<file path="src/rtl/core/simon_enc_pkg.sv">
// Shared types, constants and round functions for the Simon 64/96 encryption pipeline.
package simon_enc_pkg;

    localparam int ROUND_COUNT = 42;

    localparam logic [31:0] KS_CONST = 32'hFFFF_FFFC;
    localparam logic [63:0] Z_SEQ    = 64'h7369_F885_192C_0EF5;

    localparam logic [1:0] CFG_KEY_WORD0 = 2'd0;
    localparam logic [1:0] CFG_KEY_WORD1 = 2'd1;
    localparam logic [1:0] CFG_KEY_WORD2 = 2'd2;

    typedef struct packed {
        logic [31:0] x;
        logic [31:0] y;
        logic [31:0] k0;
        logic [31:0] k1;
        logic [31:0] k2;
    } stage_data_t;

    function automatic logic [31:0] feistel_f(input logic [31:0] v);
        logic [31:0] rol1;
        logic [31:0] rol2;
        logic [31:0] rol8;
        rol1 = {v[30:0], v[31]};
        rol2 = {v[29:0], v[31:30]};
        rol8 = {v[23:0], v[31:24]};
        return (rol1 & rol8) ^ rol2;
    endfunction

    function automatic logic [31:0] key_word(input logic [31:0] k_back3,
                                             input logic [31:0] k_back1,
                                             input logic        z_bit);
        logic [31:0] ror3;
        logic [31:0] ror4;
        ror3 = {k_back1[2:0], k_back1[31:3]};
        ror4 = {k_back1[3:0], k_back1[31:4]};
        return KS_CONST ^ {31'd0, z_bit} ^ k_back3 ^ ror3 ^ ror4;
    endfunction

endpackage

</file>
<file path="src/rtl/core/simon_enc_stage.sv">
// One pipeline stage: a double Feistel round plus two steps of the key schedule.
module simon_enc_stage #(
    parameter int STAGE = 0
) (
    input  logic                        clk,
    input  logic                        rst_n,
    input  logic                        in_valid,
    output logic                        in_ready,
    input  simon_enc_pkg::stage_data_t  in_data,
    output logic                        out_valid,
    input  logic                        out_ready,
    output simon_enc_pkg::stage_data_t  out_data
);

    localparam logic Z_EVEN = simon_enc_pkg::Z_SEQ[2 * STAGE];
    localparam logic Z_ODD  = simon_enc_pkg::Z_SEQ[2 * STAGE + 1];

    logic                       valid_reg;
    logic                       valid_next;
    simon_enc_pkg::stage_data_t data_reg;
    simon_enc_pkg::stage_data_t data_next;
    logic [31:0]                y_mid;
    logic [31:0]                k_new0;

    assign in_ready  = !valid_reg || out_ready;
    assign out_valid = valid_reg;
    assign out_data  = data_reg;

    always_comb
    begin
        y_mid        = in_data.y ^ simon_enc_pkg::feistel_f(in_data.x) ^ in_data.k0;
        k_new0       = simon_enc_pkg::key_word(in_data.k0, in_data.k2, Z_EVEN);
        data_next.y  = y_mid;
        data_next.x  = in_data.x ^ simon_enc_pkg::feistel_f(y_mid) ^ in_data.k1;
        data_next.k0 = in_data.k2;
        data_next.k1 = k_new0;
        data_next.k2 = simon_enc_pkg::key_word(in_data.k1, k_new0, Z_ODD);
        valid_next   = in_ready ? in_valid : valid_reg;
    end

    always_ff @(posedge clk or negedge rst_n)
    begin
        if (!rst_n)
        begin
            valid_reg <= 1'b0;
        end
        else
        begin
            valid_reg <= valid_next;
        end
    end

    always_ff @(posedge clk)
    begin
        if (in_valid && in_ready)
        begin
            data_reg <= data_next;
        end
    end

endmodule

</file>
<file path="config.mk">
export PLATFORM = sky130hd
export DESIGN_NAME = simon_enc_stage
export DESIGN_NICKNAME = d
export VERILOG_FILES = /design/src/rtl/core/simon_enc_pkg.sv /design/src/rtl/core/simon_enc_stage.sv
export SDC_FILE = /design/constraint.sdc
export NUM_CORES = 1
export LEC_CHECK = 0
export BUFFER_PORTS_ARGS = -buffer_cell sky130_fd_sc_hd__buf_4
export CORE_UTILIZATION = 50
export CTS_CLUSTER_SIZE = 40
export DETAILED_ROUTE_END_ITERATION = 8
export HOLD_SLACK_MARGIN = 0.08
export PLACE_DENSITY = 0.82
export SYNTH_ARGS = -nofsm -noshare
export SYNTH_HDL_FRONTEND = slang
export SYNTH_SLANG_ARGS = --single-unit
</file>
<file path="constraint.sdc">
create_clock -name clk -period 11.7 [get_ports clk]
set_clock_uncertainty 0.15 [all_clocks]
set_input_delay 0 -clock clk [delete_from_list [all_inputs] [get_ports clk]]
set_output_delay 0 -clock clk [all_outputs]
set_load 0.03 [all_outputs]
</file>
---- After elaboration in Yosys (flattened, before gate mapping) ----
Index checks and enable logic that the tools add are counted.
operators by class
  bitwise operators ....................... 14
  reductions and logical operators ........ 3
operator list
  operator            number
  XOR 32 bit          10
  bitwise AND 32 bit  2
  inverter 31 bit     1
  inverter 30 bit     1
  logical AND 1 bit   1
  zero test 1 bit     1
  logical OR 1 bit    1
storage, ports and cells
  register bits ........................... 161
  input port bits ......................... 164
  word-level logic and storage cells ...... 23

---- Logic depth before layout (Yosys ltp) ----
  word-level depth ........................ 8
  depth in mapped cells ................... 4
  gate-level depth less buffers ........... 4

---- Worst setup path before layout ----
Ideal clock, no wire load.
  path kind ............................... register -> register
  start ................................... reg valid_reg (netlist: out_valid)
  end ..................................... reg data_reg (netlist bit out_data[0]), enable pin
  data arrival time ....................... 4,534 ps
  data required time ...................... 11,012 ps
  path slack .............................. 6,478 ps
  cell stages (with the launch flop) ...... 3
  path buffers ............................ 0
  clock period less this slack ............ 5,222 ps
  cell sequence ........................... dfrtp_1 nand2b_1 and2_1
between the ends
  longest elaborated chain between the ends .. 3
RTL lines
  item                    line                   RTL
  start, declared         simon_enc_stage.sv:18  logic valid_reg;
  start signal, assigned  simon_enc_stage.sv:49  valid_reg <= valid_next;
  zero test 1 bit         simon_enc_stage.sv:25  assign in_ready = !valid_reg || out_ready;
  logical OR 1 bit        simon_enc_stage.sv:25
  via in_ready            simon_enc_stage.sv:8   output logic in_ready,
  logical AND 1 bit       simon_enc_stage.sv:55  if (in_valid && in_ready)
  end signal, assigned    simon_enc_stage.sv:57  data_reg <= data_next;
  end, declared           simon_enc_stage.sv:20  simon_enc_pkg::stage_data_t data_reg;
The timed path passes the listed nets, and every way through them passes these cells.
A chain may end at the register's enable or synchronous reset.

---- Worst setup path in the final report ----
  start ................................... reg valid_reg (netlist: out_valid)
  end ..................................... reg data_reg (netlist bit out_data[141]), enable pin
between the ends
  longest elaborated chain between the ends .. 3
RTL lines
  item               line
  zero test 1 bit    simon_enc_stage.sv:25
  logical OR 1 bit   simon_enc_stage.sv:25
  logical AND 1 bit  simon_enc_stage.sv:55
No other way between the ends.

==> impl_metrics.tcl <==
set metrics [dict create \
    outcome "completed" \
    design_area_um2 12980 \
    grt_usage_pct 33.08 \
    drtIter0Drc 365 \
    cp-end-kind "flip-flop" \
    switchingPower_mw 0.6705 \
    dr.pass1.iters 5 \
    num_vias 6311 \
    required_ns 11.60 \
    placed_area_um2 10780 \
    ios 326 \
    setup_violations 0 \
    synth_top_family_by_area "XOR/XNOR gates" \
    crit_type "flip-flop to flip-flop" \
    tightest_slew_ns 1.185 \
    initial_core_util_pct 50.95 \
    yosys.area_share.simple_pct 3.212 \
    drcViolationCount 0 \
    report.power.total_mw 2.094 \
    ys_ff_latch 161 \
    arrival_ns 2.86 \
    maxSlewHeadroom_pct 20.99 \
    drt-total-wl_mm 27.31 \
    grt_max_degree 89 \
    coreArea_um2 15830 \
    p_clk_share_pct 28.7 \
    die_area_um2 16640 \
    viasPerCell 5.061 \
    gp_congestion 0.7772 \
    seq_area_frac_synth_pct 59.89 \
    whs_ns 0.09582 \
    io_buffers 325 \
    synthMuxAreaShare_pct 0 \
    grt_overflow 0 \
    synthAdderAreaFrac_pct 0 \
    nets 1182 \
    dp_hpwl_mm 17.50 \
    rsz0062_at_grt "false" \
    die_x_um 129.0 \
    synth_warnings 0 \
    synthXorXnorAreaFrac_pct 36.85 \
    power_frac_comb_pct 34.1 \
    grt_pass1_wl_mm 38.82 \
    row_count 46 \
    powerDensity_nw_per_um2 161.4 \
    syn_area_um2 8064 \
    fin_crit_ns 2.964 \
    placed_cells 1059 \
    seq_power_share_pct 37.2 \
    crit_path_max_fanout 88 \
    report.final.slew_viol_count 0 \
    period_share_pct 25.33 \
    detail_route.wl_per_cell_um 21.90 \
    max_freq_ghz 0.3374 \
    final_common_cell "buf_4" \
    clk_pin_slew_ns 0.07 \
    cap_violations 0 \
    cts.path.max_buffers 2 \
    clock_sinks 161 \
    grt_antenna_before_repair 0 \
    post_cts_buffers 0 \
    syn2layout_area_growth_pct 60.93 \
    syn_area_per_cell_um2 15.60 \
    cts_root_buf "clkbuf_16" \
    syn-num-nets 681 \
    p_leak_nw 5.529 \
    chipHeight_um 129.0 \
    first_global_vias 6620 \
    ys_types 11 \
    final_cell_count_no_fill 1247 \
    nFillCells 805 \
    drtAntennaViolNets 0 \
    synthCells 517 \
    ctsHtreeMaxLevel 4 \
    hold_path.class "input pin to flip-flop" \
    numCtsBuffers 17 \
    drive_above_1_share_pct 35.01 \
    peakVddDrop_v 0.0001057 \
    swShare_pct 32.01 \
    start_kind "flip-flop" \
    final-hold-violation-count 0 \
    final_cell_mix "buf_4, xnor2_1, edfxtp_1" \
    intPower_mw 1.424 \
    synth-compound-area-share_pct 0 \
    clk_latency_ns 0.43 \
    setup_tns_ns 0 \
    diodes 0 \
    tritoncts "done" \
]
==> synth_stat cells <==
| cell | count | share of area, % |
|---|---|---|
| and2_1 | 1 | 0.078 |
| dfrtp_1 | 1 | 0.31 |
| edfxtp_1 | 160 | 60 |
| inv_1 | 1 | 0.047 |
| nand2_1 | 64 | 3.0 |
| nand2b_1 | 2 | 0.16 |
| xnor2_1 | 163 | 18 |
| xnor2_2 | 1 | 0.20 |
| xnor3_1 | 31 | 8.7 |
| xnor3_2 | 1 | 0.29 |
| xor2_1 | 92 | 10 |
==> worst max-delay path, stage by stage, from the launching register on <==
cell	delay, ns
dfrtp_1	0.39
nand2b_1	0.12
and2_4	0.94
buf_4	0.88
==> final timing paths <==
check | from | endpoint | slack [ns] | depth (start not counted)
hold / removal | in_data[106] | out_data[106] | 0.1 | 3
max in group asynchronous | rst_n | out_valid | 11.03 | 3
setup / recovery | out_valid | out_data[141] | 8.74 | 3
setup reg to reg | out_valid | out_data[141] | 8.74 | 3
hold reg to reg | out_valid | out_valid | 0.97 | 3
min in group asynchronous | rst_n | out_valid | 0.27 | 3
==> registers in the layout, indices dropped and copies added (netlist names) <==
signal and flops:
out_data 160, out_valid 1
==> per-stage QoR <==
stage / utilization, % / worst slack (ns)
finish: 81.99 / 8.736
global placement: 68.13 / 8.869
floorplan: - / 6.478
CTS: 81.93 / 8.750
detailed placement: 68.13 / 8.769
global route: 81.99 / 8.589
==> power by group through the flow <==
stage	Clock, mW	Combinational [mW]	Sequential, mW
after floorplan	0	0.264	0.931
after global placement	0	0.633	0.784
after detailed placement	0	0.647	0.786
after CTS	0.604	0.695	0.774
after global routing	0.627	0.747	0.783
final	0.601	0.714	0.779
==> repair_timing <==
action	4_1_cts	5_1_grt
gates resized for setup	0	0
hold buffers	155	1
hold endpoints to repair	154	1
==> cell type report <==
cell class	instances	area (um2)	area share [%]
clock buffer	17	425.4	3.278
clock inverter	15	206.4	1.591
inverter	1	3.754	0.02892
multi-input combinational	355	3233	24.91
sequential	161	4830	37.22
tap	216	270.3	2.083
timing repair buffer	482	4009	30.89
==> cell families after synthesis <==
| kind of cell | Yosys count |
|---|---|
| xor gates and xnor gates | 288 |
| DFF | 161 |
| and+or+nand+nor | 67 |
| buffers and inverters | 1 |
==> per-layer routing <==
layer	track usage, %	share of wire, %	vias up
met3	8.399	8.1	78
li1	-	-	2769
met2	60.10	53	351
met5	0	0	-
met1	35.64	35	3113
met4	16.82	4.0	0
Power figures use the tool's default switching activity.
